**config.mk**
```make
export PLATFORM = sky130hd
export DESIGN_NAME = gait_phase_tracker
export DESIGN_NICKNAME = d
export VERILOG_FILES = /design/src/hw/rtl/gpt_pkg.sv /design/src/hw/rtl/gpt_ema_mul.sv /design/src/hw/rtl/gpt_frac_div.sv /design/src/hw/rtl/gait_phase_tracker.sv
export SDC_FILE = /design/constraint.sdc
export NUM_CORES = 1
export LEC_CHECK = 0
export ABC_AREA = 1
export BUFFER_PORTS_ARGS = -buffer_cell sky130_fd_sc_hd__buf_4
export CAP_MARGIN = 25
export CORE_UTILIZATION = 55
export DETAILED_ROUTE_END_ITERATION = 10
export PLACE_DENSITY = 0.72
export SETUP_SLACK_MARGIN = 0.3
export SLEW_MARGIN = 25
export SYNTH_ARGS = -nofsm -noshare
export SYNTH_HDL_FRONTEND = slang
export SYNTH_HIERARCHICAL = 1
export SYNTH_SLANG_ARGS = --single-unit
```
**constraint.sdc**
```tcl
create_clock -name clock -period 17.6 [get_ports clock]
set_input_delay 0.88 -clock clock [delete_from_list [all_inputs] [get_ports clock]]
set_output_delay 0.88 -clock clock [all_outputs]
set_load 0.1 [all_outputs]
```
**src/hw/rtl/gpt_pkg.sv**
```systemverilog
// ---------------------------------------------------------------------------
// gpt_pkg
// shared constants, types and helpers of the gait phase tracker
// ---------------------------------------------------------------------------
`default_nettype none

package gpt_pkg;

   localparam int TICK_BITS      = 16;
   localparam int FRAC_BITS      = 8;
   localparam int EST_BITS       = TICK_BITS + FRAC_BITS;
   localparam int Q16_BITS       = 16;
   localparam int FRAC_OUT_BITS  = Q16_BITS + 1;
   localparam int ALPHA_BITS     = Q16_BITS + 1;
   localparam int STEP_CNT_BITS  = $clog2(Q16_BITS);
   localparam int CSR_INDEX_BITS = 4;
   localparam int CSR_DATA_BITS  = 17;

   localparam logic [FRAC_OUT_BITS-1:0] ONE_Q16 = FRAC_OUT_BITS'(1) << Q16_BITS;

   localparam logic [CSR_INDEX_BITS-1:0] CSR_MIN_STRIDE     = CSR_INDEX_BITS'(0);
   localparam logic [CSR_INDEX_BITS-1:0] CSR_MAX_STRIDE     = CSR_INDEX_BITS'(1);
   localparam logic [CSR_INDEX_BITS-1:0] CSR_EMA_ALPHA      = CSR_INDEX_BITS'(2);
   localparam logic [CSR_INDEX_BITS-1:0] CSR_NOMINAL_STRIDE = CSR_INDEX_BITS'(3);

   localparam logic [TICK_BITS-1:0]  MIN_STRIDE_RESET     = TICK_BITS'(50);
   localparam logic [TICK_BITS-1:0]  MAX_STRIDE_RESET     = TICK_BITS'(300);
   localparam logic [ALPHA_BITS-1:0] EMA_ALPHA_RESET      = ALPHA_BITS'(13107);
   localparam logic [TICK_BITS-1:0]  NOMINAL_STRIDE_RESET = TICK_BITS'(110);

   typedef enum logic [1:0] {
      PH_LOADING  = 2'd0,
      PH_MID      = 2'd1,
      PH_TERMINAL = 2'd2,
      PH_SWING    = 2'd3
   } phase_type;

   function automatic phase_type decode_phase(input logic heel, input logic toe);
      phase_type ph;
      unique case ({heel, toe})
         2'b10:   ph = PH_LOADING;
         2'b11:   ph = PH_MID;
         2'b01:   ph = PH_TERMINAL;
         default: ph = PH_SWING;
      endcase
      return ph;
   endfunction

   function automatic logic [TICK_BITS-1:0] sat_inc(input logic [TICK_BITS-1:0] v);
      return (&v) ? v : v + TICK_BITS'(1);
   endfunction

endpackage

`default_nettype wire

```
**src/hw/rtl/gpt_ema_mul.sv**
```systemverilog
// ---------------------------------------------------------------------------
// gpt_ema_mul
// bit-serial moving average update of the stride estimate
// ---------------------------------------------------------------------------
`default_nettype none

module gpt_ema_mul
   import gpt_pkg::*;
(
   input  wire logic                clock,
   input  wire logic                reset,
   input  wire logic                start,
   input  wire logic [Q16_BITS-1:0] alpha,
   input  wire logic [EST_BITS-1:0] est_old,
   input  wire logic [EST_BITS-1:0] target,
   output logic                     done,
   output logic [EST_BITS-1:0]      est_new
);

   localparam int ACC_BITS = EST_BITS + Q16_BITS;
   localparam logic [ACC_BITS-1:0] RND_UP   = ACC_BITS'(1) << (Q16_BITS - 1);
   localparam logic [ACC_BITS-1:0] RND_DOWN = RND_UP - ACC_BITS'(1);

   logic                     busy_ff;
   logic                     done_ff;
   logic                     up_ff;
   logic [STEP_CNT_BITS-1:0] cnt_ff;
   logic [Q16_BITS-1:0]      alpha_ff;
   logic [EST_BITS-1:0]      diff_ff;
   logic [EST_BITS-1:0]      est_ff;
   logic [ACC_BITS-1:0]      acc_ff;
   logic [ACC_BITS-1:0]      acc_in;
   logic [ACC_BITS-1:0]      rounded;
   logic [EST_BITS-1:0]      adj;

   // shift-add, alpha msb first
   assign acc_in = {acc_ff[ACC_BITS-2:0], 1'b0}
                 + (alpha_ff[Q16_BITS-1] ? {{Q16_BITS{1'b0}}, diff_ff} : '0);

   assign rounded = acc_ff + (up_ff ? RND_UP : RND_DOWN);
   assign adj     = rounded[ACC_BITS-1:Q16_BITS];
   assign est_new = up_ff ? est_ff + adj : est_ff - adj;
   assign done    = done_ff;

   always_ff @(posedge clock) begin
      if (reset) begin
         busy_ff <= 1'b0;
         done_ff <= 1'b0;
         cnt_ff  <= '0;
      end else begin
         done_ff <= 1'b0;
         if (start) begin
            busy_ff  <= 1'b1;
            cnt_ff   <= '0;
            up_ff    <= (target >= est_old);
            diff_ff  <= (target >= est_old) ? target - est_old : est_old - target;
            est_ff   <= est_old;
            alpha_ff <= alpha;
            acc_ff   <= '0;
         end else if (busy_ff) begin
            acc_ff   <= acc_in;
            alpha_ff <= {alpha_ff[Q16_BITS-2:0], 1'b0};
            cnt_ff   <= cnt_ff + STEP_CNT_BITS'(1);
            if (&cnt_ff) begin
               busy_ff <= 1'b0;
               done_ff <= 1'b1;
            end
         end
      end
   end

endmodule

`default_nettype wire

```
**src/hw/rtl/gpt_frac_div.sv**
```systemverilog
// ---------------------------------------------------------------------------
// gpt_frac_div
// restoring serial divider for the stride fraction, one quotient bit a cycle
// ---------------------------------------------------------------------------
`default_nettype none

module gpt_frac_div
   import gpt_pkg::*;
(
   input  wire logic                clock,
   input  wire logic                reset,
   input  wire logic                start,
   input  wire logic [EST_BITS-1:0] dividend,
   input  wire logic [EST_BITS-1:0] divisor,
   output logic                     done,
   output logic [Q16_BITS-1:0]      quot
);

   logic                     busy_ff;
   logic                     done_ff;
   logic [STEP_CNT_BITS-1:0] cnt_ff;
   logic [EST_BITS-1:0]      rem_ff;
   logic [EST_BITS-1:0]      div_ff;
   logic [Q16_BITS-1:0]      quot_ff;
   logic [EST_BITS:0]        shifted;
   logic                     fits;

   // remainder stays below the divisor, so one compare-subtract per bit
   assign shifted = {rem_ff, 1'b0};
   assign fits    = (shifted >= {1'b0, div_ff});
   assign done    = done_ff;
   assign quot    = quot_ff;

   always_ff @(posedge clock) begin
      if (reset) begin
         busy_ff <= 1'b0;
         done_ff <= 1'b0;
         cnt_ff  <= '0;
      end else begin
         done_ff <= 1'b0;
         if (start) begin
            busy_ff <= 1'b1;
            cnt_ff  <= '0;
            rem_ff  <= dividend;
            div_ff  <= divisor;
            quot_ff <= '0;
         end else if (busy_ff) begin
            rem_ff  <= fits ? EST_BITS'(shifted - {1'b0, div_ff}) : shifted[EST_BITS-1:0];
            quot_ff <= {quot_ff[Q16_BITS-2:0], fits};
            cnt_ff  <= cnt_ff + STEP_CNT_BITS'(1);
            if (&cnt_ff) begin
               busy_ff <= 1'b0;
               done_ff <= 1'b1;
            end
         end
      end
   end

endmodule

`default_nettype wire

```
**src/hw/rtl/gait_phase_tracker.sv**
```systemverilog
// ---------------------------------------------------------------------------
// gait_phase_tracker
// gait phase decoder with stride timing, moving average and stride fraction
// ---------------------------------------------------------------------------
// one req_ transfer is one control tick with the heel and toe contact bits;
// each tick gives exactly one rsp_ transfer with phase, event pulses, sync,
// stride fraction, stride estimate and the two saturating tick timers.
// csr_ writes set the stride limits, the average weight and the nominal
// stride; csr_ready is always high, indexes beyond the list are dropped.
// a tick is taken only while the block is idle; the next tick can be taken
// while the previous result still sits in the output register.
// a tick goes from idle through S_EMA when a heel strike updates the average
// (bit-serial multiplier), then S_FRAC, S_DIV when the fraction needs the
// bit-serial divider, and S_OUT, which loads the output register.
// when rsp_ready is low a finished result waits in the output register and
// the block holds its work until that register frees up.
// synchronous reset returns the registers to defaults and the tracker to
// its unprimed state; the first tick only adopts the phase and estimate.
// ---------------------------------------------------------------------------
`default_nettype none

module gait_phase_tracker
   import gpt_pkg::*;
(
   input  wire logic                      clock,
   input  wire logic                      reset,

   input  wire logic                      req_valid,
   output logic                           req_ready,
   input  wire logic                      req_heel_contact,
   input  wire logic                      req_toe_contact,

   output logic                           rsp_valid,
   input  wire logic                      rsp_ready,
   output logic [1:0]                     rsp_gait_phase_code,
   output logic                           rsp_heel_strike,
   output logic                           rsp_toe_off,
   output logic                           rsp_sync_ok,
   output logic [FRAC_OUT_BITS-1:0]       rsp_stride_fraction,
   output logic [EST_BITS-1:0]            rsp_stride_estimate_out,
   output logic [TICK_BITS-1:0]           rsp_idle_ticks,
   output logic [TICK_BITS-1:0]           rsp_swing_ticks,

   input  wire logic                      csr_valid,
   output logic                           csr_ready,
   input  wire logic [CSR_INDEX_BITS-1:0] csr_index,
   input  wire logic [CSR_DATA_BITS-1:0]  csr_wdata
);

   typedef enum logic [2:0] {
      S_IDLE,
      S_EMA,
      S_FRAC,
      S_DIV,
      S_OUT
   } state_type;

   state_type                state_ff;

   logic [TICK_BITS-1:0]     min_stride_ff;
   logic [TICK_BITS-1:0]     max_stride_ff;
   logic [ALPHA_BITS-1:0]    alpha_ff;
   logic [TICK_BITS-1:0]     nominal_ff;

   logic                     primed_ff;
   phase_type                phase_ff;
   logic                     sync_ff;
   logic [EST_BITS-1:0]      est_ff;
   logic [TICK_BITS-1:0]     stride_ff;
   logic [TICK_BITS-1:0]     event_age_ff;
   logic [TICK_BITS-1:0]     swing_age_ff;
   logic                     hs_ff;
   logic                     to_ff;
   logic [FRAC_OUT_BITS-1:0] frac_ff;

   logic                     rsp_valid_ff;
   logic [1:0]               rsp_phase_ff;
   logic                     rsp_hs_ff;
   logic                     rsp_to_ff;
   logic                     rsp_sync_ff;
   logic [FRAC_OUT_BITS-1:0] rsp_frac_ff;
   logic [EST_BITS-1:0]      rsp_est_ff;
   logic [TICK_BITS-1:0]     rsp_idle_ff;
   logic [TICK_BITS-1:0]     rsp_swing_ff;

   phase_type                next_phase;
   logic                     accept;
   logic                     hs_in;
   logic                     to_in;
   logic                     in_range;
   logic [EST_BITS-1:0]      stride_fix;
   logic                     ema_start;
   logic                     ema_done;
   logic [EST_BITS-1:0]      ema_est_new;
   logic                     div_start;
   logic                     div_done;
   logic [Q16_BITS-1:0]      div_quot;

   assign req_ready  = (state_ff == S_IDLE);
   assign csr_ready  = 1'b1;
   assign accept     = req_valid && req_ready;
   assign next_phase = decode_phase(req_heel_contact, req_toe_contact);
   assign stride_fix = {stride_ff, {FRAC_BITS{1'b0}}};

   assign hs_in = primed_ff && (phase_ff == PH_SWING)
               && (next_phase == PH_LOADING || next_phase == PH_MID);
   assign to_in = primed_ff && (phase_ff != PH_SWING) && (next_phase == PH_SWING);

   assign in_range  = (stride_ff >= min_stride_ff) && (stride_ff <= max_stride_ff);
   assign ema_start = accept && hs_in && in_range && !alpha_ff[Q16_BITS];
   assign div_start = (state_ff == S_FRAC) && (stride_ff != '0) && (stride_fix < est_ff);

   gpt_ema_mul u_ema (
      .clock   (clock),
      .reset   (reset),
      .start   (ema_start),
      .alpha   (alpha_ff[Q16_BITS-1:0]),
      .est_old (est_ff),
      .target  (stride_fix),
      .done    (ema_done),
      .est_new (ema_est_new)
   );

   gpt_frac_div u_div (
      .clock    (clock),
      .reset    (reset),
      .start    (div_start),
      .dividend (stride_fix),
      .divisor  (est_ff),
      .done     (div_done),
      .quot     (div_quot)
   );

   always_ff @(posedge clock) begin
      if (reset) begin
         state_ff      <= S_IDLE;
         min_stride_ff <= MIN_STRIDE_RESET;
         max_stride_ff <= MAX_STRIDE_RESET;
         alpha_ff      <= EMA_ALPHA_RESET;
         nominal_ff    <= NOMINAL_STRIDE_RESET;
         primed_ff     <= 1'b0;
         phase_ff      <= PH_MID;
         sync_ff       <= 1'b0;
         est_ff        <= '0;
         stride_ff     <= '0;
         event_age_ff  <= '0;
         swing_age_ff  <= '0;
         hs_ff         <= 1'b0;
         to_ff         <= 1'b0;
         frac_ff       <= '0;
         rsp_valid_ff  <= 1'b0;
      end else begin
         if (csr_valid) begin
            unique case (csr_index)
               CSR_MIN_STRIDE:     min_stride_ff <= csr_wdata[TICK_BITS-1:0];
               CSR_MAX_STRIDE:     max_stride_ff <= csr_wdata[TICK_BITS-1:0];
               CSR_EMA_ALPHA:      alpha_ff      <= csr_wdata[ALPHA_BITS-1:0];
               CSR_NOMINAL_STRIDE: nominal_ff    <= csr_wdata[TICK_BITS-1:0];
               default: ;
            endcase
         end

         // a result loaded in S_OUT replaces the one leaving
         if (rsp_valid_ff && rsp_ready && state_ff != S_OUT) begin
            rsp_valid_ff <= 1'b0;
         end

         unique case (state_ff)
            S_IDLE: begin
               if (accept) begin
                  hs_ff    <= hs_in;
                  to_ff    <= to_in;
                  phase_ff <= next_phase;
                  state_ff <= ema_start ? S_EMA : S_FRAC;
                  if (!primed_ff) begin
                     primed_ff <= 1'b1;
                     est_ff    <= {nominal_ff, {FRAC_BITS{1'b0}}};
                  end else begin
                     if (hs_in) begin
                        sync_ff <= 1'b1;
                     end else if (phase_ff == PH_SWING && next_phase == PH_TERMINAL) begin
                        sync_ff <= 1'b0;
                     end
                     if (hs_in && in_range && alpha_ff[Q16_BITS]) begin
                        est_ff <= stride_fix;
                     end
                     stride_ff    <= hs_in ? TICK_BITS'(1) : sat_inc(stride_ff);
                     event_age_ff <= (hs_in || to_in) ? '0 : sat_inc(event_age_ff);
                     swing_age_ff <= to_in ? TICK_BITS'(1) : sat_inc(swing_age_ff);
                  end
               end
            end
            S_EMA: begin
               if (ema_done) begin
                  est_ff   <= ema_est_new;
                  state_ff <= S_FRAC;
               end
            end
            S_FRAC: begin
               if (stride_ff == '0) begin
                  frac_ff  <= '0;
                  state_ff <= S_OUT;
               end else if (stride_fix >= est_ff) begin
                  frac_ff  <= ONE_Q16;
                  state_ff <= S_OUT;
               end else begin
                  state_ff <= S_DIV;
               end
            end
            S_DIV: begin
               if (div_done) begin
                  frac_ff  <= {1'b0, div_quot};
                  state_ff <= S_OUT;
               end
            end
            S_OUT: begin
               if (!rsp_valid_ff || rsp_ready) begin
                  rsp_valid_ff <= 1'b1;
                  rsp_phase_ff <= phase_ff;
                  rsp_hs_ff    <= hs_ff;
                  rsp_to_ff    <= to_ff;
                  rsp_sync_ff  <= sync_ff;
                  rsp_frac_ff  <= frac_ff;
                  rsp_est_ff   <= est_ff;
                  rsp_idle_ff  <= event_age_ff;
                  rsp_swing_ff <= swing_age_ff;
                  state_ff     <= S_IDLE;
               end
            end
            default: state_ff <= S_IDLE;
         endcase
      end
   end

   assign rsp_valid               = rsp_valid_ff;
   assign rsp_gait_phase_code     = rsp_phase_ff;
   assign rsp_heel_strike         = rsp_hs_ff;
   assign rsp_toe_off             = rsp_to_ff;
   assign rsp_sync_ok             = rsp_sync_ff;
   assign rsp_stride_fraction     = rsp_frac_ff;
   assign rsp_stride_estimate_out = rsp_est_ff;
   assign rsp_idle_ticks          = rsp_idle_ff;
   assign rsp_swing_ticks         = rsp_swing_ff;

   a_events_exclusive: assert property (@(posedge clock) disable iff (reset)
      rsp_valid |-> !(rsp_heel_strike && rsp_toe_off))
      else $error("heel strike and toe off in one transfer");

   a_strike_syncs: assert property (@(posedge clock) disable iff (reset)
      rsp_valid && rsp_heel_strike |-> rsp_sync_ok)
      else $error("heel strike without sync");

   a_fraction_clamped: assert property (@(posedge clock) disable iff (reset)
      rsp_valid && rsp_stride_fraction[Q16_BITS] |-> rsp_stride_fraction[Q16_BITS-1:0] == '0)
      else $error("stride fraction above one");

   a_toe_off_timers: assert property (@(posedge clock) disable iff (reset)
      rsp_valid && rsp_toe_off |-> rsp_idle_ticks == '0 && rsp_swing_ticks == TICK_BITS'(1))
      else $error("timers not restarted on toe off");

endmodule

`default_nettype wire

```
==> qor.txt, run 1 <==
Biggest cell delay along the critical path: 0.54 ns
Clock Sinks: 423
WL final: 76.3 mm
Die Span Y: 225 um
Worst path arrival time: 6.27 ns
Fillers: 4466
CP Launch Type: flop
Slew HR: 34.5%
Fin. Hold Viols: 0
Post-route clock period utilization: 32.7%
Rows: 81
Area growth syn-to-layout: 11.3%
Maxcap violations: 0
Post-CTS resize count: 0
Async SR Flop Fraction: 0%
Crit-path slowest cell: inv_2
Final Instance Count excl. Fillers: 4501
Design area: 30300 um^2
Worst Skew: 0.0276 ns
Final #Nets: 4027
Mapped cell area: 27300 um^2
Largest area contributor in the netlist: edfxtp_1
First-pass GRT wire length: 120 mm
Cells after DPL: 4418
FMAX: 174 MHz
Clk slew on worst S/H paths: 0.06 ns
Post-CTS Setup Inserts: 0
Power Density: 89.8 nW/um^2
Mean Syn Cell Area: 7.44 um^2
Synth warnings: 6
Largest net degree at the start of global routing: 86
Clock latency on the worst-skew pair: 0.59 ns
RR Startpoint: u_ema/up_ff
Required time worst endpoint: 18.12 ns
Maximum VDD drop: 0.0871 mV
Via total after detailed routing: 24400
Fin util: 62.0%
Most frequent cell on the critical path: nand2_1
Initial antenna violation count: 0
Initial DRC Count: 2452
Type of the worst setup path: flop to flop
Number of flops mapped to enable cells by yosys: 247
Post-DP Area: 28900 um^2
Routed Antenna Nets: 0
RD Place Congestion: 0.990
Number of top-level pins: 109
Register area share after synthesis: 40.1%
# DRC: 0
Unique masters post-synth: 58
DPL Wire Length: 56.6 mm
Total congestion overflow: 0
Die Span X: 225 um
Slew @ Worst Pin: 0.980 ns
Port bufs: 107
Synth Flop Type: edfxtp_1
Status: complete, no violations
Fin. max-slew vios: 0
Hold Crit Class: flop to flop
Leading cell type in the layout, fill and taps excluded: nand2_1
Worst slack, placed: 11.97 ns
Top-area cell type share of the netlist area: 27.2%
Layout cells sized above 1: 7.51%
Area contributors post-synth: edfxtp_1 (27%), nand2_1 (13%), dfxtp_1 (13%), ha_1 (8.9%), inv_1 (7.8%)
Crit end category: flop
Minimum clock period: 5.75 ns
# setup viols final: 0
Drt wl/cell: 17.0 um
CTS max path bufs: 3
CTS buffer count: 45
Largest fanout on the critical path: 36
Die ar.: 50500 um^2
Setup TNS: 0 ns
Vias per cell: 5.41
Min-delay src: frac_ff[4]
H-tree levels: 2
Clock root cell: clkbuf_16
CTS hold repair buffers: 0
CP startpoint: u_ema/up_ff
Synthesized instance count: 3666
Core box area: 49000 um^2
Tot GR Track Use: 30.3%
Leak: 13.9 nW
CTS tree: yes
RSZ-0062 raised after global routing: no
Initial Util: 55.7%
ANT cells: 0
Vias in the first global route: 22300
Drt pass-1 iters: 6
Final Worst Setup Slack: 11.85 ns
Leading cell types in the layout, fill and taps excluded: nand2_1 (944), inv_1 (565), nor2_1 (342), a21oi_1 (308), edfxtp_1 (247)
Seq cells post-synth: 423
critical path: cells and delay by family, from the launching register on:
kind                       cells  cell delay, ns
and+or+nand+nor               11            1.06
DFF                            1            0.53
buffers and inverters          2            0.62
AOI/OAI and AO/OA             11            2.19
xor gates and xnor gates       2            0.38
adders and majority gates      3            0.88
sequential cells by signal (all words and copies together), names as in the netlist, 24 cells and up:
signal                   count
u_ema/diff_ff               24
u_ema/est_ff                24
est_ff                      24
rsp_stride_estimate_out     24
u_ema/acc_ff                40
u_div/rem_ff                24
u_div/div_ff                24
where the power goes:
part | internal (W) | total [W] | switching [W] | leakage, nW
registers | 0.00111 | 0.00115 | 0.0000417 | 3.66
clock network | 0.000541 | 0.000946 | 0.000405 | 0.711
logic | 0.000191 | 0.000626 | 0.000434 | 9.56
Yosys cell counts, types with 11 or more instances:
| cell type | n |
|---|---|
| nand3b_1 | 11 |
| a31oi_1 | 26 |
| ha_1 | 193 |
| xnor2_1 | 31 |
| nor4_1 | 11 |
| nand4_1 | 66 |
| buf_2 | 17 |
| o211ai_1 | 12 |
| edfxtp_1 | 247 |
| o21ai_0 | 189 |
| a21oi_1 | 310 |
| nand3_1 | 179 |
| xor2_1 | 57 |
| clkbuf_1 | 43 |
| nor2_1 | 344 |
| nor2_2 | 12 |
| inv_2 | 15 |
| buf_4 | 11 |
| o21a_1 | 14 |
| nor3_1 | 51 |
| inv_1 | 566 |
| nand2_2 | 14 |
| o21ai_1 | 23 |
| dfxtp_1 | 176 |
| nand2_1 | 944 |
cell families (layout without fill, tap and decap cells):
kind of cell,after synthesis,after routing,share of synthesized area [%]
simple gates,1669,1669,25.9
compound gates,617,617,12.2
buf+inv,664,811,9.57
other cells,2,26,0.0276
mux,5,5,0.184
xor+xnor,88,88,2.83
flops,423,423,40.1
fa+ha+maj,198,198,9.23
layer usage:
layer,routed length (um),track usage [%],part of all wire [%]
met1,34200,42.5,45
met2,33800,47.8,44
met3,5620,4.21,7.4
met4,2740,10.7,3.6
met5,0,0,0
worst paths after layout:
check,to,slack [ns],cells after the start
worst max-delay path,est_ff[19],11.85,29
worst max register to register,est_ff[19],11.85,29
worst min register to register,rsp_stride_fraction[4],0.42,0
worst min-delay path,rsp_stride_fraction[4],0.42,0
cell type report:
| type | instances | area, um^2 | share of cell area [%] |
|---|---|---|---|
| repair buffers | 144 | 1080 | 3.57 |
| inverters | 584 | 2190 | 7.23 |
| clock buffers | 66 | 1290 | 4.24 |
| multi-input cells | 2603 | 13800 | 45.6 |
| flip-flops and latches | 423 | 10900 | 36.1 |
| well taps | 664 | 831 | 2.74 |
| clock inverters | 17 | 169 | 0.557 |
metrics by stage:
step,total power [W],hold WS [ns]
after global routing,0.00285,0.433
after floorplan,0.00162,0.403
after CTS,0.00272,0.426
after detailed placement,0.00178,0.412
after global placement,0.00177,0.410
final,0.00272,0.425
No activity file was read; power rests on OpenSTA's default activity.
==> run 2: changes to the inputs <==
--- a/config.mk
+++ b/config.mk
@@ -10,7 +10,7 @@
 export CAP_MARGIN = 25
 export CORE_UTILIZATION = 55
 export DETAILED_ROUTE_END_ITERATION = 10
-export PLACE_DENSITY = 0.72
+export PLACE_DENSITY = 0.75
 export SETUP_SLACK_MARGIN = 0.3
 export SLEW_MARGIN = 25
 export SYNTH_ARGS = -nofsm -noshare
==> constraint.sdc (replaced) <==
create_clock -name clock -period 5.2 [get_ports clock]
set_input_delay 0.26 -clock clock [delete_from_list [all_inputs] [get_ports clock]]
set_output_delay 0.26 -clock clock [all_outputs]
set_load 0.1 [all_outputs]
==> run 2 against run 1 <==
Against the previous run:
- maximum frequency increased by 22%
- via count increased by 3.1%
- clock skew increased by 0.0087 ns
==> qor.txt, run 2 (synthesized netlist as in run 1, its figures left out) <==
Number of top-level pins: 109
Leak: 14.4 nW
Most frequent cell on the critical path: nand2_1
Clk slew on worst S/H paths: 0.06 ns
Maxcap violations: 0
Post-route clock period utilization: 90.5%
Leading cell type in the layout, fill and taps excluded: nand2_1
CTS tree: yes
Worst Skew: 0.0363 ns
Worst path arrival time: 5.25 ns
Fin. max-slew vios: 0
Initial antenna violation count: 1
Final #Nets: 4086
Biggest cell delay along the critical path: 0.48 ns
Met3 GRT Util: 4.10%
Met1 Track Usage GR: 42.7%
CTS max path bufs: 3
Crit-path slowest cell: edfxtp_1
Clock latency on the worst-skew pair: 0.61 ns
Top Usage Layer GRT: met2
RD Place Congestion: 0.991
Required time worst endpoint: 5.74 ns
RSZ-0062 raised after global routing: yes
Clock root cell: clkbuf_16
CTS buffer count: 47
Layout cells sized above 1: 11.7%
Largest fanout on the critical path: 8
Die ar.: 50500 um^2
Drt wl/cell: 17.4 um
Setup TNS: 0 ns
Tot GR Track Use: 30.7%
Biggest register: u_ema/acc_ff
Fin. Hold Viols: 0
# setup viols final: 0
Die Span X: 225 um
GR met2 Demand/Resource: 48.7%
Port bufs: 107
Power Density: 297 nW/um^2
Slew @ Worst Pin: 0.878 ns
Maximum VDD drop: 0.331 mV
# DRC: 0
Status: complete, no violations
Total congestion overflow: 0
CP Launch Type: flop
Hold Crit Class: input pin to flop
Post-DP Area: 29000 um^2
Via total after detailed routing: 25100
Fillers: 4203
WL final: 79.4 mm
H-tree levels: 2
Leading cell types in the layout, fill and taps excluded: nand2_1 (913), inv_1 (562), nor2_1 (322), a21oi_1 (292), edfxtp_1 (247)
DPL Wire Length: 58.0 mm
First-pass GRT wire length: 122 mm
Clock Sinks: 423
Initial Util: 55.7%
Type of the worst setup path: flop to flop
Vias per cell: 5.51
Largest net degree at the start of global routing: 59
Rows: 81
Routed Antenna Nets: 0
Drt pass-1 iters: 8
Area growth syn-to-layout: 16.4%
Slew HR: 41.3%
Minimum clock period: 4.70 ns
Initial DRC Count: 2544
Die Span Y: 225 um
Max reg flops: 40
Core box area: 49000 um^2
Vias in the first global route: 22700
FMAX: 213 MHz
Crit end category: flop
ANT cells: 0
Design area: 31700 um^2
==> run 2: final timing paths <==
| kind | slack, ns | depth (start not counted) | from | end |
|---|---|---|---|---|
| setup reg to reg | 0.50 | 28 | u_ema/up_ff | est_ff[18] |
| hold / removal | 0.02 | 4 | rsp_ready | rsp_valid |
| hold reg to reg | 0.43 | 0 | frac_ff[6] | rsp_stride_fraction[6] |
| setup / recovery | 0.50 | 28 | u_ema/up_ff | est_ff[18] |
==> run 2: where the power goes <==
part	switching, W	internal (W)
logic	0.00154	0.000672
registers	0.0000900	0.00376
clock network	0.00142	0.00193
total	0.00305	0.00637
==> run 2: cell type report <==
type	instances	area, um^2	share of cell area, %
Multi-Input combinational cell	2603	14600	46.0
Clock inverter	19	218	0.686
Timing Repair Buffer	200	1560	4.93
Tap cell	664	831	2.62
Clock buffer	68	1360	4.28
Sequential cell	423	10900	34.5
Inverter	584	2200	6.93
Timing Repair inverter	1	16.3	0.0513
==> run 2: repair_timing <==
item,4_1_cts,5_1_grt
setup endpoints to repair,3,14
setup buffers,0,26
gates resized for setup,7,158
pin swaps,0,66
gates cloned,0,1
hold buffers,17,0
hold endpoints to repair,59,0
==> run 2: metrics by stage <==
stage	util, %	total power, W	std cells	setup WS (ns)	hold slack, ns
CTS	62.9	0.00940	4535	0.311	0.0108
finish	64.8	0.00942	4562	0.495	0.0235
global route	64.8	0.00980	4562	0.150	0.0423
floorplan	-	0.00547	3690	0.569	0.364
detailed placement	59.2	0.00607	4431	0.194	0.412
global placement	59.2	0.00605	4431	0.224	0.410
==> run 2: routing by layer <==
layer | share of wire (%) | vias to the layer above
li1 | - | 12300
met1 | 43 | 11500
met2 | 45 | 1053
met3 | 7.7 | 203
met4 | 4.0 | 2
met5 | 0.016 | -
==> run 2: worst max-delay path, delay by kind of cell (launching register included) <==
kind	cells	cell delay, ns
AOI/OAI and AO/OA	9	1.27
and+or+nand+nor	13	1.60
DFF	1	0.48
adders and majority gates	2	0.64
xor gates and xnor gates	2	0.40
buffers and inverters	2	0.26
